[src/hdl/moving_mean_and_std_dev_macros.svh]
// Assertion macros for the moving mean and deviation block.
// Taken in by the top level; expects i_clk and i_rst_n in scope.
`ifndef MOVING_MEAN_AND_STD_DEV_MACROS_SVH
`define MOVING_MEAN_AND_STD_DEV_MACROS_SVH

// same-cycle implication
`define MMSD_ASSERT_NOW(lbl, ante, cons, msg) \
    lbl: assert property (@(posedge i_clk) disable iff (!i_rst_n) (ante) |-> (cons)) \
        else $error(msg);

// next-cycle implication
`define MMSD_ASSERT_NEXT(lbl, ante, cons, msg) \
    lbl: assert property (@(posedge i_clk) disable iff (!i_rst_n) (ante) |=> (cons)) \
        else $error(msg);

`endif

[src/hdl/mmsd_pkg.sv]
// Shared types and constants for the moving mean and deviation block.
// No dependencies.
package mmsd_pkg;

    localparam int SAMPLE_W = 12;
    localparam int MV_W     = 14;
    localparam int MEAN_W   = 16;
    localparam int SIG_W    = 16;
    localparam int CNT_W    = 5;

    localparam logic [SAMPLE_W-1:0] ADC_FULL_CODE = 12'd4095;
    localparam logic [MV_W-1:0]     FS_MV_RESET   = 14'd1250;
    localparam logic [SIG_W-1:0]    SIG_MAX       = 16'hFFFF;

    typedef enum logic [3:0] {
        ST_IDLE,
        ST_RD,
        ST_SQO,
        ST_SQX,
        ST_CSQ,
        ST_SS,
        ST_DEN,
        ST_DV1,
        ST_SQRT,
        ST_DV2,
        ST_SFS,
        ST_FC,
        ST_DV3,
        ST_OUT
    } t_state;

endpackage

[src/hdl/moving_mean_and_std_dev.sv]
// Moving mean and sample standard deviation over a ring of WINDOW samples.
// Built on serial multiply, divide and square-root units, started one at a time.
// One transaction at a time: the next is taken only after the result is parked.
// Synchronous active-low reset clears sums and counts and sets full scale to 1250.
// Uses mmsd_pkg, mmsd_mul, mmsd_div, mmsd_sqrt and the assertion macro header.
`include "moving_mean_and_std_dev_macros.svh"
module moving_mean_and_std_dev #(
    parameter int WINDOW = 16
) (
    input  logic                           i_clk,
    input  logic                           i_rst_n,
    input  logic                           i_valid,
    output logic                           o_stall,
    input  logic [mmsd_pkg::SAMPLE_W-1:0]  i_sample,
    output logic                           o_valid,
    input  logic                           i_stall,
    output logic [mmsd_pkg::MEAN_W-1:0]    o_mean_q4,
    output logic [mmsd_pkg::SIG_W-1:0]     o_sigma_q4,
    output logic [mmsd_pkg::MV_W-1:0]      o_expected_mv,
    output logic [mmsd_pkg::CNT_W-1:0]     o_fill_count,
    input  logic                           i_cfg_we,
    input  logic [mmsd_pkg::MV_W-1:0]      i_cfg_wdata
);
    import mmsd_pkg::*;

    localparam int CW  = $clog2(WINDOW + 1);
    localparam int LW  = $clog2(WINDOW);
    localparam int SW  = SAMPLE_W + LW;
    localparam int QSW = 2 * SAMPLE_W + LW;
    localparam int DW  = CW + QSW;
    localparam int MA  = QSW;
    localparam int MB  = (SW > MV_W) ? SW : MV_W;
    localparam int PW  = MA + MB;
    localparam int NW  = DW + 10;
    localparam int VW  = SAMPLE_W + CW;
    localparam int RW  = (NW + 1) / 2;

    logic [SAMPLE_W-1:0] mem [WINDOW];

    t_state              r_state, n_state;
    logic                r_run, n_run;
    logic [SAMPLE_W-1:0] r_x;
    logic [SAMPLE_W-1:0] r_rd;
    logic [SAMPLE_W-1:0] r_old, n_old;
    logic [LW-1:0]       r_slot, n_slot;
    logic [CW-1:0]       r_cnt, n_cnt;
    logic [SW-1:0]       r_sum, n_sum;
    logic [QSW-1:0]      r_sumsq, n_sumsq;
    logic [MV_W-1:0]     r_fs;
    logic [DW-1:0]       r_t1, n_t1;
    logic [DW-1:0]       r_d, n_d;
    logic [VW-1:0]       r_den, n_den;
    logic [NW-1:0]       r_q, n_q;
    logic [SIG_W-1:0]    r_sig, n_sig;
    logic [MEAN_W-1:0]   r_mean, n_mean;
    logic [MV_W-1:0]     r_exp, n_exp;
    logic                r_ovalid;
    logic                load_out;
    logic                accept;
    logic                mem_we;

    logic                mul_start, mul_done;
    logic [MA-1:0]       mul_a;
    logic [MB-1:0]       mul_b;
    logic [PW-1:0]       mul_p;
    logic                div_start, div_done;
    logic [NW-1:0]       div_n;
    logic [VW-1:0]       div_d;
    logic [NW-1:0]       div_q;
    logic                sqrt_start, sqrt_done;
    logic [RW-1:0]       sqrt_root;
    logic [RW:0]         rnd;

    assign accept  = i_valid && (r_state == ST_IDLE);
    assign o_stall = (r_state != ST_IDLE);

    mmsd_mul #(.AW(MA), .BW(MB)) u_mul (
        .i_clk   (i_clk),
        .i_rst_n (i_rst_n),
        .i_start (mul_start),
        .i_a     (mul_a),
        .i_b     (mul_b),
        .o_done  (mul_done),
        .o_prod  (mul_p)
    );

    mmsd_div #(.NW(NW), .VW(VW)) u_div (
        .i_clk   (i_clk),
        .i_rst_n (i_rst_n),
        .i_start (div_start),
        .i_n     (div_n),
        .i_d     (div_d),
        .o_done  (div_done),
        .o_q     (div_q)
    );

    mmsd_sqrt #(.RW(RW)) u_sqrt (
        .i_clk   (i_clk),
        .i_rst_n (i_rst_n),
        .i_start (sqrt_start),
        .i_x     ((2*RW)'(r_q)),
        .o_done  (sqrt_done),
        .o_root  (sqrt_root)
    );

    always_ff @(posedge i_clk) begin
        if (accept) begin
            r_rd <= mem[r_slot];
        end
        if (mem_we) begin
            mem[r_slot] <= r_x;
        end
    end

    always_ff @(posedge i_clk) begin
        if (!i_rst_n) begin
            r_state  <= ST_IDLE;
            r_run    <= 1'b0;
            r_slot   <= '0;
            r_cnt    <= '0;
            r_sum    <= '0;
            r_sumsq  <= '0;
            r_fs     <= FS_MV_RESET;
            r_ovalid <= 1'b0;
        end else begin
            r_state <= n_state;
            r_run   <= n_run;
            r_slot  <= n_slot;
            r_cnt   <= n_cnt;
            r_sum   <= n_sum;
            r_sumsq <= n_sumsq;
            if (i_cfg_we) begin
                r_fs <= i_cfg_wdata;
            end
            if (r_ovalid && !i_stall) begin
                r_ovalid <= 1'b0;
            end
            if (load_out) begin
                r_ovalid <= 1'b1;
            end
        end
    end

    always_ff @(posedge i_clk) begin
        if (accept) begin
            r_x <= i_sample;
        end
        r_old  <= n_old;
        r_t1   <= n_t1;
        r_d    <= n_d;
        r_den  <= n_den;
        r_q    <= n_q;
        r_sig  <= n_sig;
        r_mean <= n_mean;
        r_exp  <= n_exp;
        if (load_out) begin
            o_mean_q4     <= r_mean;
            o_sigma_q4    <= r_sig;
            o_expected_mv <= r_exp;
            o_fill_count  <= CNT_W'(r_cnt);
        end
    end

    assign o_valid = r_ovalid;
    assign rnd     = (RW+1)'(sqrt_root) + 1'b1;

    always_comb begin
        n_state    = r_state;
        n_run      = r_run;
        n_old      = r_old;
        n_slot     = r_slot;
        n_cnt      = r_cnt;
        n_sum      = r_sum;
        n_sumsq    = r_sumsq;
        n_t1       = r_t1;
        n_d        = r_d;
        n_den      = r_den;
        n_q        = r_q;
        n_sig      = r_sig;
        n_mean     = r_mean;
        n_exp      = r_exp;
        load_out   = 1'b0;
        mem_we     = 1'b0;
        mul_start  = 1'b0;
        div_start  = 1'b0;
        sqrt_start = 1'b0;
        mul_a      = '0;
        mul_b      = '0;
        div_n      = '0;
        div_d      = '0;

        unique case (r_state)
            ST_IDLE: begin
                if (accept) begin
                    n_state = ST_RD;
                end
            end
            ST_RD: begin
                n_old  = (r_cnt == CW'(WINDOW)) ? r_rd : '0;
                n_sum  = r_sum - SW'(n_old) + SW'(r_x);
                mem_we = 1'b1;
                n_slot = (r_slot == LW'(WINDOW - 1)) ? '0 : r_slot + 1'b1;
                if (r_cnt != CW'(WINDOW)) begin
                    n_cnt = r_cnt + 1'b1;
                end
                n_state = ST_SQO;
            end
            ST_SQO: begin
                mul_a = MA'(r_old);
                mul_b = MB'(r_old);
                mul_start = !r_run;
                n_run = 1'b1;
                if (mul_done) begin
                    n_sumsq = r_sumsq - QSW'(mul_p);
                    n_run   = 1'b0;
                    n_state = ST_SQX;
                end
            end
            ST_SQX: begin
                mul_a = MA'(r_x);
                mul_b = MB'(r_x);
                mul_start = !r_run;
                n_run = 1'b1;
                if (mul_done) begin
                    n_sumsq = r_sumsq + QSW'(mul_p);
                    n_run   = 1'b0;
                    n_state = ST_CSQ;
                end
            end
            ST_CSQ: begin
                mul_a = r_sumsq;
                mul_b = MB'(r_cnt);
                mul_start = !r_run;
                n_run = 1'b1;
                if (mul_done) begin
                    n_t1    = DW'(mul_p);
                    n_run   = 1'b0;
                    n_state = ST_SS;
                end
            end
            ST_SS: begin
                mul_a = MA'(r_sum);
                mul_b = MB'(r_sum);
                mul_start = !r_run;
                n_run = 1'b1;
                if (mul_done) begin
                    n_d     = r_t1 - DW'(mul_p);
                    n_run   = 1'b0;
                    n_state = ST_DEN;
                end
            end
            ST_DEN: begin
                mul_a = MA'(r_cnt);
                mul_b = MB'(r_cnt - 1'b1);
                mul_start = !r_run;
                n_run = 1'b1;
                if (mul_done) begin
                    n_den   = VW'(mul_p);
                    n_run   = 1'b0;
                    n_state = ST_DV1;
                end
            end
            ST_DV1: begin
                div_n = {r_d, 10'b0};
                div_d = r_den;
                div_start = !r_run;
                n_run = 1'b1;
                if (div_done) begin
                    n_q     = div_q;
                    n_run   = 1'b0;
                    n_state = ST_SQRT;
                end
            end
            ST_SQRT: begin
                sqrt_start = !r_run;
                n_run = 1'b1;
                if (sqrt_done) begin
                    priority if (r_cnt == CW'(1)) begin
                        n_sig = '0;
                    end else if ((rnd >> 1) > (RW+1)'(SIG_MAX)) begin
                        n_sig = SIG_MAX;
                    end else begin
                        n_sig = SIG_W'(rnd >> 1);
                    end
                    n_run   = 1'b0;
                    n_state = ST_DV2;
                end
            end
            ST_DV2: begin
                div_n = NW'({r_sum, 5'b0}) + NW'(r_cnt);
                div_d = VW'({r_cnt, 1'b0});
                div_start = !r_run;
                n_run = 1'b1;
                if (div_done) begin
                    n_mean  = MEAN_W'(div_q);
                    n_run   = 1'b0;
                    n_state = ST_SFS;
                end
            end
            ST_SFS: begin
                mul_a = MA'(r_sum);
                mul_b = MB'(r_fs);
                mul_start = !r_run;
                n_run = 1'b1;
                if (mul_done) begin
                    n_t1    = DW'(mul_p);
                    n_run   = 1'b0;
                    n_state = ST_FC;
                end
            end
            ST_FC: begin
                mul_a = MA'(ADC_FULL_CODE);
                mul_b = MB'(r_cnt);
                mul_start = !r_run;
                n_run = 1'b1;
                if (mul_done) begin
                    n_den   = VW'(mul_p);
                    n_run   = 1'b0;
                    n_state = ST_DV3;
                end
            end
            ST_DV3: begin
                div_n = NW'(r_t1);
                div_d = r_den;
                div_start = !r_run;
                n_run = 1'b1;
                if (div_done) begin
                    n_exp   = MV_W'(div_q);
                    n_run   = 1'b0;
                    n_state = ST_OUT;
                end
            end
            ST_OUT: begin
                if (!r_ovalid || !i_stall) begin
                    load_out = 1'b1;
                    n_state  = ST_IDLE;
                end
            end
            default: begin
                n_state = ST_IDLE;
                n_run   = 1'b0;
            end
        endcase
    end

    `MMSD_ASSERT_NOW(a_cnt_bound, 1'b1, r_cnt <= CW'(WINDOW), "fill count beyond window")
    `MMSD_ASSERT_NEXT(a_accept_rd, accept, r_state == ST_RD, "accepted transaction not read")
    `MMSD_ASSERT_NOW(a_mean_bound, o_valid, o_mean_q4 <= 16'd65520, "mean above full code")
    `MMSD_ASSERT_NOW(a_one_unit, mul_start, !div_start && !sqrt_start, "two units started")
endmodule

[src/hdl/mmsd_mul.sv]
// Shift-and-add multiplier, one multiplier bit per cycle.
// Standalone; used by the top level.
module mmsd_mul #(
    parameter int AW = 32,
    parameter int BW = 16
) (
    input  logic           i_clk,
    input  logic           i_rst_n,
    input  logic           i_start,
    input  logic [AW-1:0]  i_a,
    input  logic [BW-1:0]  i_b,
    output logic           o_done,
    output logic [AW+BW-1:0] o_prod
);
    localparam int PW = AW + BW;
    localparam int KW = $clog2(BW + 1);

    logic [PW-1:0] r_a;
    logic [BW-1:0] r_b;
    logic [PW-1:0] r_acc;
    logic [KW-1:0] r_k;
    logic          r_busy;
    logic          r_done;

    always_ff @(posedge i_clk) begin
        if (!i_rst_n) begin
            r_busy <= 1'b0;
            r_done <= 1'b0;
            r_k    <= '0;
        end else begin
            r_done <= 1'b0;
            if (i_start) begin
                r_a    <= PW'(i_a);
                r_b    <= i_b;
                r_acc  <= '0;
                r_k    <= KW'(BW);
                r_busy <= 1'b1;
            end else if (r_busy) begin
                if (r_b[0]) begin
                    r_acc <= r_acc + r_a;
                end
                r_a <= r_a << 1;
                r_b <= r_b >> 1;
                r_k <= r_k - 1'b1;
                if (r_k == KW'(1)) begin
                    r_busy <= 1'b0;
                    r_done <= 1'b1;
                end
            end
        end
    end

    assign o_done = r_done;
    assign o_prod = r_acc;
endmodule

[src/hdl/mmsd_div.sv]
// Restoring divider, one quotient bit per cycle.
// Standalone; used by the top level.
module mmsd_div #(
    parameter int NW = 48,
    parameter int VW = 20
) (
    input  logic          i_clk,
    input  logic          i_rst_n,
    input  logic          i_start,
    input  logic [NW-1:0] i_n,
    input  logic [VW-1:0] i_d,
    output logic          o_done,
    output logic [NW-1:0] o_q
);
    localparam int KW = $clog2(NW + 1);

    logic [NW-1:0] r_n;
    logic [NW-1:0] r_q;
    logic [VW-1:0] r_d;
    logic [VW-1:0] r_rem;
    logic [KW-1:0] r_k;
    logic          r_busy;
    logic          r_done;
    logic [VW:0]   trial;
    logic          ge;

    assign trial = {r_rem, r_n[NW-1]};
    assign ge    = (trial >= {1'b0, r_d});

    always_ff @(posedge i_clk) begin
        if (!i_rst_n) begin
            r_busy <= 1'b0;
            r_done <= 1'b0;
            r_k    <= '0;
        end else begin
            r_done <= 1'b0;
            if (i_start) begin
                r_n    <= i_n;
                r_d    <= i_d;
                r_q    <= '0;
                r_rem  <= '0;
                r_k    <= KW'(NW);
                r_busy <= 1'b1;
            end else if (r_busy) begin
                r_rem <= ge ? VW'(trial - {1'b0, r_d}) : VW'(trial);
                r_q   <= {r_q[NW-2:0], ge};
                r_n   <= r_n << 1;
                r_k   <= r_k - 1'b1;
                if (r_k == KW'(1)) begin
                    r_busy <= 1'b0;
                    r_done <= 1'b1;
                end
            end
        end
    end

    assign o_done = r_done;
    assign o_q    = r_q;
endmodule

[src/hdl/mmsd_sqrt.sv]
// Digit-by-digit integer square root, one root bit per cycle.
// Standalone; used by the top level.
module mmsd_sqrt #(
    parameter int RW = 24
) (
    input  logic            i_clk,
    input  logic            i_rst_n,
    input  logic            i_start,
    input  logic [2*RW-1:0] i_x,
    output logic            o_done,
    output logic [RW-1:0]   o_root
);
    localparam int KW = $clog2(RW + 1);

    logic [2*RW-1:0] r_x;
    logic [RW-1:0]   r_root;
    logic [RW-1:0]   r_rem;
    logic [KW-1:0]   r_k;
    logic            r_busy;
    logic            r_done;
    logic [RW+1:0]   t;
    logic [RW+1:0]   trial;
    logic            ge;

    assign t     = {r_rem, r_x[2*RW-1 -: 2]};
    assign trial = {r_root, 2'b01};
    assign ge    = (t >= trial);

    always_ff @(posedge i_clk) begin
        if (!i_rst_n) begin
            r_busy <= 1'b0;
            r_done <= 1'b0;
            r_k    <= '0;
        end else begin
            r_done <= 1'b0;
            if (i_start) begin
                r_x    <= i_x;
                r_root <= '0;
                r_rem  <= '0;
                r_k    <= KW'(RW);
                r_busy <= 1'b1;
            end else if (r_busy) begin
                r_rem  <= ge ? RW'(t - trial) : RW'(t);
                r_root <= {r_root[RW-2:0], ge};
                r_x    <= r_x << 2;
                r_k    <= r_k - 1'b1;
                if (r_k == KW'(1)) begin
                    r_busy <= 1'b0;
                    r_done <= 1'b1;
                end
            end
        end
    end

    assign o_done = r_done;
    assign o_root = r_root;
endmodule
[config.mk]
export PLATFORM = sky130hd
export DESIGN_NAME = moving_mean_and_std_dev
export DESIGN_NICKNAME = d
export VERILOG_FILES = /design/src/hdl/mmsd_pkg.sv /design/src/hdl/moving_mean_and_std_dev.sv /design/src/hdl/mmsd_mul.sv /design/src/hdl/mmsd_div.sv /design/src/hdl/mmsd_sqrt.sv
export VERILOG_INCLUDE_DIRS = /design/src /design/src/hdl
export SDC_FILE = /design/constraint.sdc
export NUM_CORES = 1
export LEC_CHECK = 0
export BUFFER_PORTS_ARGS = -buffer_cell sky130_fd_sc_hd__clkbuf_2
export CELL_PAD_IN_SITES_DETAIL_PLACEMENT = 1
export CELL_PAD_IN_SITES_GLOBAL_PLACEMENT = 2
export CORE_AREA = 5 5 415 213
export DETAILED_ROUTE_END_ITERATION = 6
export DIE_AREA = 0 0 420 218
export MAX_ROUTING_LAYER = met4
export PLACE_DENSITY = 0.88
export SYNTH_ARGS = -nofsm -noshare
export SYNTH_HDL_FRONTEND = slang
export SYNTH_SLANG_ARGS = --single-unit
export TNS_END_PERCENT = 100
[constraint.sdc]
create_clock -name i_clk -period 11.9 [get_ports i_clk]
set_input_delay 2.38 -clock i_clk [delete_from_list [all_inputs] [get_ports i_clk]]
set_output_delay 2.38 -clock i_clk [all_outputs]
set_load 0.01 [all_outputs]
==> reports/qor.txt, run 1 <==
Status: complete, no violations
Flop-to-flop setup slack: 6.61 ns
Switching Power: 2.84 mW
Hold path startpoint: r_mean[11]
Synth cell types: 95
Syn_area_per_cell: 12.2 sq um
IO Pins: 84
Post-route setup slack: 6.61 ns
Reg-to-Reg Start: r_state[1]
Row Count: 76
Root Buffer: clkbuf_16
Total power: 8.58 mW
Post-Layout Cell Count: 4562
Max clock buf depth: 3
Main synth FF type: edfxtp_1
Hold Violations, Final: 0
Critical Path Fanout Max: 21
Core area: 84700 sq um
CP bufs+invs: 0
Syn nets: 3494
TritonCTS Sinks: 836
Post-DP HPWL: 82000 um
Max Fclk: 0.189 GHz
Clock transition at path regs: 0.07 ns
Worst IR Drop VDD: 120 uV
Hold Path Class: reg2reg
Int Power: 5.74 mW
Routed vias/inst: 6.01
WHS Path Cells: 0
Crit path max-delay family: compound AO/OA/AOI/OAI gates
Ys Warns: 0
Setup CP Type: reg2reg
Post-synth EDFFs: 741
Leading area contributor after synthesis: edfxtp_1
Yosys reg bits: 836
Seq pwr share: 0.446
Wire per inst: 25.4 um
Htree depth: 3
RD Place Congestion: 0.893
Post-CTS sizing: 0
First-pass GRT wire length: 177000 um
Chip width: 420 um
Inst Count DP: 4407
CP required: 12.48 ns
Cell Pwr Density: 193 nW/um^2
Hold EP: o_mean_q4[11]
Dpl ws: 6.43 ns
Mapped cell area: 40000 sq um
Clock network power share: 0.297
Final wirelength: 116000 um
RSZ-0062 raised after global routing: false
Fin area: 44400 sq um
Top-area cell type share of the netlist area: 0.556
Residual DRC count: 0
Max-cap viol count: 0
Post-route clock period utilization: 0.444
Total clock buffers created by CTS: 78
Worst R2R End: r_sumsq[25]
Synthesis-to-layout area growth: 10.9%
Die height: 218 um
Crit path launch type: flip-flop
Setup TNS: 0 ns
Post-synth ARST share: 0
Vias: 27400
Final ANT Viol Nets: 0
GRT overflow: 0
Initial Util: 0.472
Buffers on Ports: 83
Post-CTS setup buffers: 0
Antenna violations before repair: 7
Worst r2r path cells: 13
Syn Inst Count: 3282
Worst Setup End Kind: flip-flop
Max-slew violations: 0
Slowest CP cell: dfxtp_1
Combinational share of power: 0.257
Area contributors post-synth: edfxtp_1, ha_1, dfxtp_1
1st-pass router iterations: 5
Final min period: 5.29 ns
Sw frac: 0.331
Cell Area, Placed: 41900 sq um
Vias in the first global route: 28100
Full die area: 91600 sq um
Share of cells above drive strength 1: 0.113
Largest net degree at the start of global routing: 101
Nets: 3568
Leakage: 16.2 nW
Worst Path Arrival: 5.86 ns
TritonCTS clock tree: done
Most frequent CP cell: a31oi_1
Gr usage total: 0.260
CTS Hold Buffers Added: 0
Worst-Margin Slew: 1.30 ns
Iteration-0 DRC Markers: 2841
Rel. slew slack: 0.135
Seq/Total Area, Yosys: 0.603
Setup Skew: 0.0439 ns
Clock Latency Late Sink: 0.69 ns
Cells along the critical path: and2b_2 > nand2_1 > o21ai_0 > ha_1 > a211oi_1 > o211ai_1 > a31oi_1 > a31oi_1 > a2111o_1 > a21oi_1 > o21bai_1 > or3_1 > a31oi_1
Crit path largest cell delay: 0.80 ns
Endpoints failing setup: 0
## per-stage QoR
stage	hold WS, ns	util
finish	0.419	0.524
detailed placement	0.405	0.494
global route	0.425	0.524
CTS	0.420	0.524
floorplan	0.400	-
global placement	0.402	0.494
## layer usage
metal	GRT usage	share of wire	vias up
met5	-	0	-
met1	0.396	0.48	14100
met2	0.359	0.42	977
li1	-	-	12200
met4	0.0346	0.011	0
met3	0.0665	0.089	112
## cells by family after synthesis
kind of cell | after synthesis | share of synthesized area
AND/OR/NAND/NOR | 1007 | 0.117
flip-flops | 836 | 0.603
AO/OA/AOI/OAI | 684 | 0.113
buffers and inverters | 324 | 0.0308
adder cells (fa/ha/maj) | 181 | 0.0596
XOR/XNOR | 163 | 0.0359
multiplexers | 87 | 0.0405
## power by group through the flow
stage | combinational [mW] | clock (mW) | sequential [mW]
2_1_floorplan | 1.53 | 0 | 3.71
3_3_place_gp | 2.01 | 0 | 3.85
3_5_place_dp | 2.14 | 0 | 3.87
4_1_cts | 2.17 | 2.59 | 3.81
5_1_grt | 2.42 | 2.74 | 3.83
6_report | 2.21 | 2.55 | 3.82
## layout by cell type (no fill, tap or decap), types with 13 or more instances in the layout
cell type,n
edfxtp_1,741
nand2_1,372
nor2_1,236
a21oi_1,202
inv_1,178
ha_1,165
xnor2_1,120
o21ai_0,101
dfxtp_1,93
clkbuf_2,83
nand3_1,82
clkbuf_16,79
and2_1,78
a21o_1,76
mux4_2,60
a22oi_1,55
buf_4,54
nor3_1,48
a31oi_1,45
xor2_1,42
and3_1,41
o21a_1,32
mux2i_1,26
nand4_1,25
clkbuf_1,23
nor2b_1,19
a211oi_1,19
nand2b_1,17
a221oi_1,17
fa_1,16
or3_1,15
a41oi_1,13
clkinv_2,13
## registers in the layout, summed over array words and instances (netlist names), 17 cells and up
| register | cells |
|---|---|
| r_d | 33 |
| mem | 192 |
| u_sqrt.r_rem | 22 |
| r_den | 17 |
| u_sqrt.o_root | 22 |
| r_sumsq | 28 |
| r_q | 43 |
| u_mul.r_a | 33 |
| u_div.r_n | 43 |
| u_mul.o_prod | 33 |
| r_t1 | 33 |
| u_sqrt.r_x | 44 |
| u_div.r_d | 17 |
| u_div.r_rem | 17 |
| u_div.o_q | 43 |
## cells in the mapped netlist, types with 19 or more instances
library cell  count
xnor2_1         120
edfxtp_1        741
a31oi_1          46
dfxtp_1          95
a211oi_1         20
ha_1            165
a21oi_1         203
mux4_2           60
nand4_1          25
nor3_1           54
mux2i_1          26
o21ai_0         101
o21a_1           32
nand3_1          82
xor2_1           42
nor2b_1          19
a22oi_1          55
and2_1           79
and3_1           41
inv_1           180
a21o_1           76
clkbuf_1        121
nand2_1         372
nor2_1          248
## final cells by class
cell class	count	area [sq um]
Antenna cell	10	25.0
Clock buffer	106	2120
Clock inverter	39	398
Fill cell	8622	40300
Inverter	181	679
Multi-Input combinational cell	2122	14800
Sequential cell	836	24200
Tap cell	1131	1420
Timing Repair Buffer	137	821
## worst max path at each step
stage / cells after the start / slack (ns) / startpoint / to
final: 13 / 6.61 / r_state[1] / r_sumsq[25]
after detailed placement: 6 / 6.43 / i_rst_n / u_div.o_q[13]
after global placement: 6 / 6.54 / i_rst_n / u_div.o_q[13]
after CTS: 13 / 6.78 / r_state[1] / r_sumsq[25]
after floorplan: 3 / 4.44 / i_rst_n / u_div.o_q[0]
after global routing: 13 / 6.39 / r_state[1] / r_sumsq[25]
Power figures use the tool's default switching activity.
==> run 2: changes to the inputs <==
--- a/config.mk
+++ b/config.mk
@@ -9,11 +9,11 @@
 export BUFFER_PORTS_ARGS = -buffer_cell sky130_fd_sc_hd__clkbuf_2
 export CELL_PAD_IN_SITES_DETAIL_PLACEMENT = 1
 export CELL_PAD_IN_SITES_GLOBAL_PLACEMENT = 2
-export CORE_AREA = 5 5 415 213
+export CORE_AREA = 5 5 433 222
 export DETAILED_ROUTE_END_ITERATION = 6
-export DIE_AREA = 0 0 420 218
+export DIE_AREA = 0 0 438 227
 export MAX_ROUTING_LAYER = met4
-export PLACE_DENSITY = 0.88
+export PLACE_DENSITY = 0.82
 export SYNTH_ARGS = -nofsm -noshare
 export SYNTH_HDL_FRONTEND = slang
 export SYNTH_SLANG_ARGS = --single-unit
==> constraint.sdc (replaced) <==
create_clock -name i_clk -period 5 [get_ports i_clk]
set_input_delay 1 -clock i_clk [delete_from_list [all_inputs] [get_ports i_clk]]
set_output_delay 1 -clock i_clk [all_outputs]
set_load 0.01 [all_outputs]
==> run 2 against run 1 <==
Compared with the run above: sequential share of layout area down 0.59 points; cell count up 2.3%; via count down 0.36%; combinational power up 140%; critical path depth up 2; clock power up 150%; largest cell class unchanged; largest power group unchanged.
==> reports/qor.txt, run 2 (same netlist as run 1, synthesis figures left out) <==
Share of cells above drive strength 1: 0.121 (+0.00800)
Combinational share of power: 0.253 (-0.004)
Clock network power share: 0.308 (+0.011)
Switching Power: 6.72 mW (+140%)
Most frequent CP cell: a21oi_2
Hold Path Class: reg2reg
Worst IR Drop VDD: 302 uV (+150%)
Gr usage total: 0.235 (-0.0247)
TritonCTS clock tree: done
Hold Violations, Final: 0 (unchanged)
Most frequent cells in the layout: edfxtp_1, nand2_1, nor2_1
CP required: 5.59 ns (-6.89 ns)
Vias in the first global route: 27600 (-2.0%)
Rel. slew slack: 0.118 (-0.0169)
Synthesis-to-layout area growth: 12.1%
IO Pins: 84 (unchanged)
Crit path launch type: flip-flop
Final wirelength: 114000 um (-1.7%)
Root Buffer: clkbuf_16
Worst r2r path cells: 15 (+2)
Core area: 91900 sq um (+8.5%)
Worst R2R End: r_sumsq[27]
Routed wl met2: 44300 um (-8.7%)
Reg-to-Reg Start: u_mul.o_prod[0]
Worst Path Arrival: 5.26 ns (-0.60 ns)
Chip width: 438 um (+4.3%)
Iteration-0 DRC Markers: 2607 (-8.2%)
Biggest register: mem
Biggest regs: mem: 192 flops, u_sqrt.r_x: 44 flops
Routed met1 length: 57500 um (+3.3%)
Largest net degree at the start of global routing: 87 (-14%)
Crit path max-delay family: simple AND/OR/NAND/NOR gates
Crit path largest cell delay: 0.61 ns (-0.19 ns)
Hold EP: o_sigma_q4[6]
Worst-Margin Slew: 1.32 ns (+0.0235 ns)
Cell Pwr Density: 461 nW/um^2 (+140%)
Top sig layer: met4
Full die area: 99400 sq um (+8.6%)
Diodes inserted: 0 (-10)
RD Place Congestion: 0.901 (+0.82%)
Status: complete, no violations
Hold path startpoint: r_sig[6]
Leakage: 16.4 nW (+1.5%)
Int Power: 14.0 mW (+140%)
Slowest CP cell: or4_4
Initial Util: 0.435 (-0.0370)
Setup CP Type: reg2reg
Post-CTS setup buffers: 0 (unchanged)
Commonest non-fill, non-tap cell in the layout: edfxtp_1
Max clock buf depth: 3 (unchanged)
Buffers on Ports: 83 (unchanged)
Post-CTS sizing: 0 (unchanged)
Endpoints failing setup: 0 (unchanged)
RSZ-0062 raised after global routing: false
GRT overflow: 0 (unchanged)
Total clock buffers created by CTS: 81 (+3.8%)
Max-slew violations: 0 (unchanged)
Clock Latency Late Sink: 0.68 ns (about the same)
CP bufs+invs: 0 (unchanged)
Sw frac: 0.325 (-0.00645)
Flop-to-flop setup slack: 0.33 ns (-6.28 ns)
WHS Path Cells: 0 (unchanged)
Final ANT Viol Nets: 0 (unchanged)
Clock transition at path regs: 0.06 ns (about the same)
First-pass GRT wire length: 174000 um (-1.6%)
Routed vias/inst: 5.86 (-2.6%)
Cell Area, Placed: 42200 sq um (+0.82%)
Setup Skew: 0.0314 ns (-0.0125 ns)
TritonCTS Sinks: 836 (unchanged)
Max reg flops: 192 (unchanged)
Htree depth: 3 (unchanged)
Wire per inst: 24.4 um (-3.8%)
Final min period: 4.67 ns (-0.618 ns)
Worst Setup End Kind: flip-flop
Critical Path Fanout Max: 8 (-62%)
Fin area: 44900 sq um (+1.1%)
Post-route clock period utilization: 0.934 (+0.489)
Seq pwr share: 0.439 (-0.007)
Nets: 3599 (+0.87%)
Die height: 227 um (+4.1%)
Max-cap viol count: 0 (unchanged)
Antenna violations before repair: 1 (-6)
Cells along the critical path: or4_4 > nor3_4 > nand4_2 > or4_4 > o41ai_1 > xnor2_1 > ha_1 > a21oi_2 > o21bai_1 > a21oi_1 > o21bai_1 > a21oi_2 > xnor2_2 > or3_2 > a21oi_2
Residual DRC count: 0 (unchanged)
Vias: 27300 (-0.36%)
Post-DP HPWL: 82000 um (about the same)
Setup TNS: 0 ns (unchanged)
Row Count: 79 (+3.9%)
1st-pass router iterations: 6 (+1)
Max Fclk: 0.214 GHz (+13%)
Routed wl met3: 10200 um (-1.1%)
CTS Hold Buffers Added: 0 (unchanged)
-- run 2: layout make-up --
| type | instances | area, sq um |
|---|---|---|
| clock inverters | 47 | 520 |
| repair buffers | 165 | 1070 |
| inverters | 181 | 679 |
| multi-input cells | 2122 | 14800 |
| flip-flops and latches | 836 | 24200 |
| fillers | 9521 | 47000 |
| well taps | 1215 | 1520 |
| clock buffers | 100 | 2160 |
-- run 2: power groups by stage --
stage / clock network [mW] / registers, mW / logic [mW]
after floorplan: 0 / 8.84 / 3.64
after global placement: 0 / 9.19 / 4.89
after detailed placement: 0 / 9.22 / 5.12
after CTS: 6.49 / 9.08 / 5.17
after global routing: 6.86 / 9.13 / 5.74
final: 6.37 / 9.09 / 5.24
-- run 2: worst max-delay path by stage --
stage,start,end,slack [ns],depth (start not counted)
after global routing,u_mul.o_prod[0],r_sumsq[27],0.06,15
after detailed placement,u_mul.o_prod[0],r_sumsq[27],0.34,15
after global placement,u_mul.o_prod[0],r_sumsq[27],0.38,15
after CTS,u_mul.o_prod[0],r_sumsq[27],0.29,15
final,u_mul.o_prod[0],r_sumsq[27],0.33,15
after floorplan,r_state[0],u_div.o_q[0],0.12,10
-- run 2: routing by layer --
layer / vias up / GRT usage
met3: 132 / 0.0553
met1: 14000 / 0.373
met2: 917 / 0.301
li1: 12300 / -
met5: - / -
met4: 0 / 0.0490
-- run 2: per-stage QoR --
stage / hold WS [ns] / setup WS [ns] / power, mW / utilization / std cells
after floorplan: 0.400 / 0.124 / 12.5 / - / 3282
after global placement: 0.404 / 0.377 / 14.1 / 0.459 / 4519
after detailed placement: 0.405 / 0.335 / 14.3 / 0.459 / 4519
after CTS: 0.419 / 0.289 / 20.7 / 0.488 / 4666
after global routing: 0.423 / 0.0579 / 21.7 / 0.488 / 4666
final: 0.413 / 0.332 / 20.7 / 0.488 / 4666
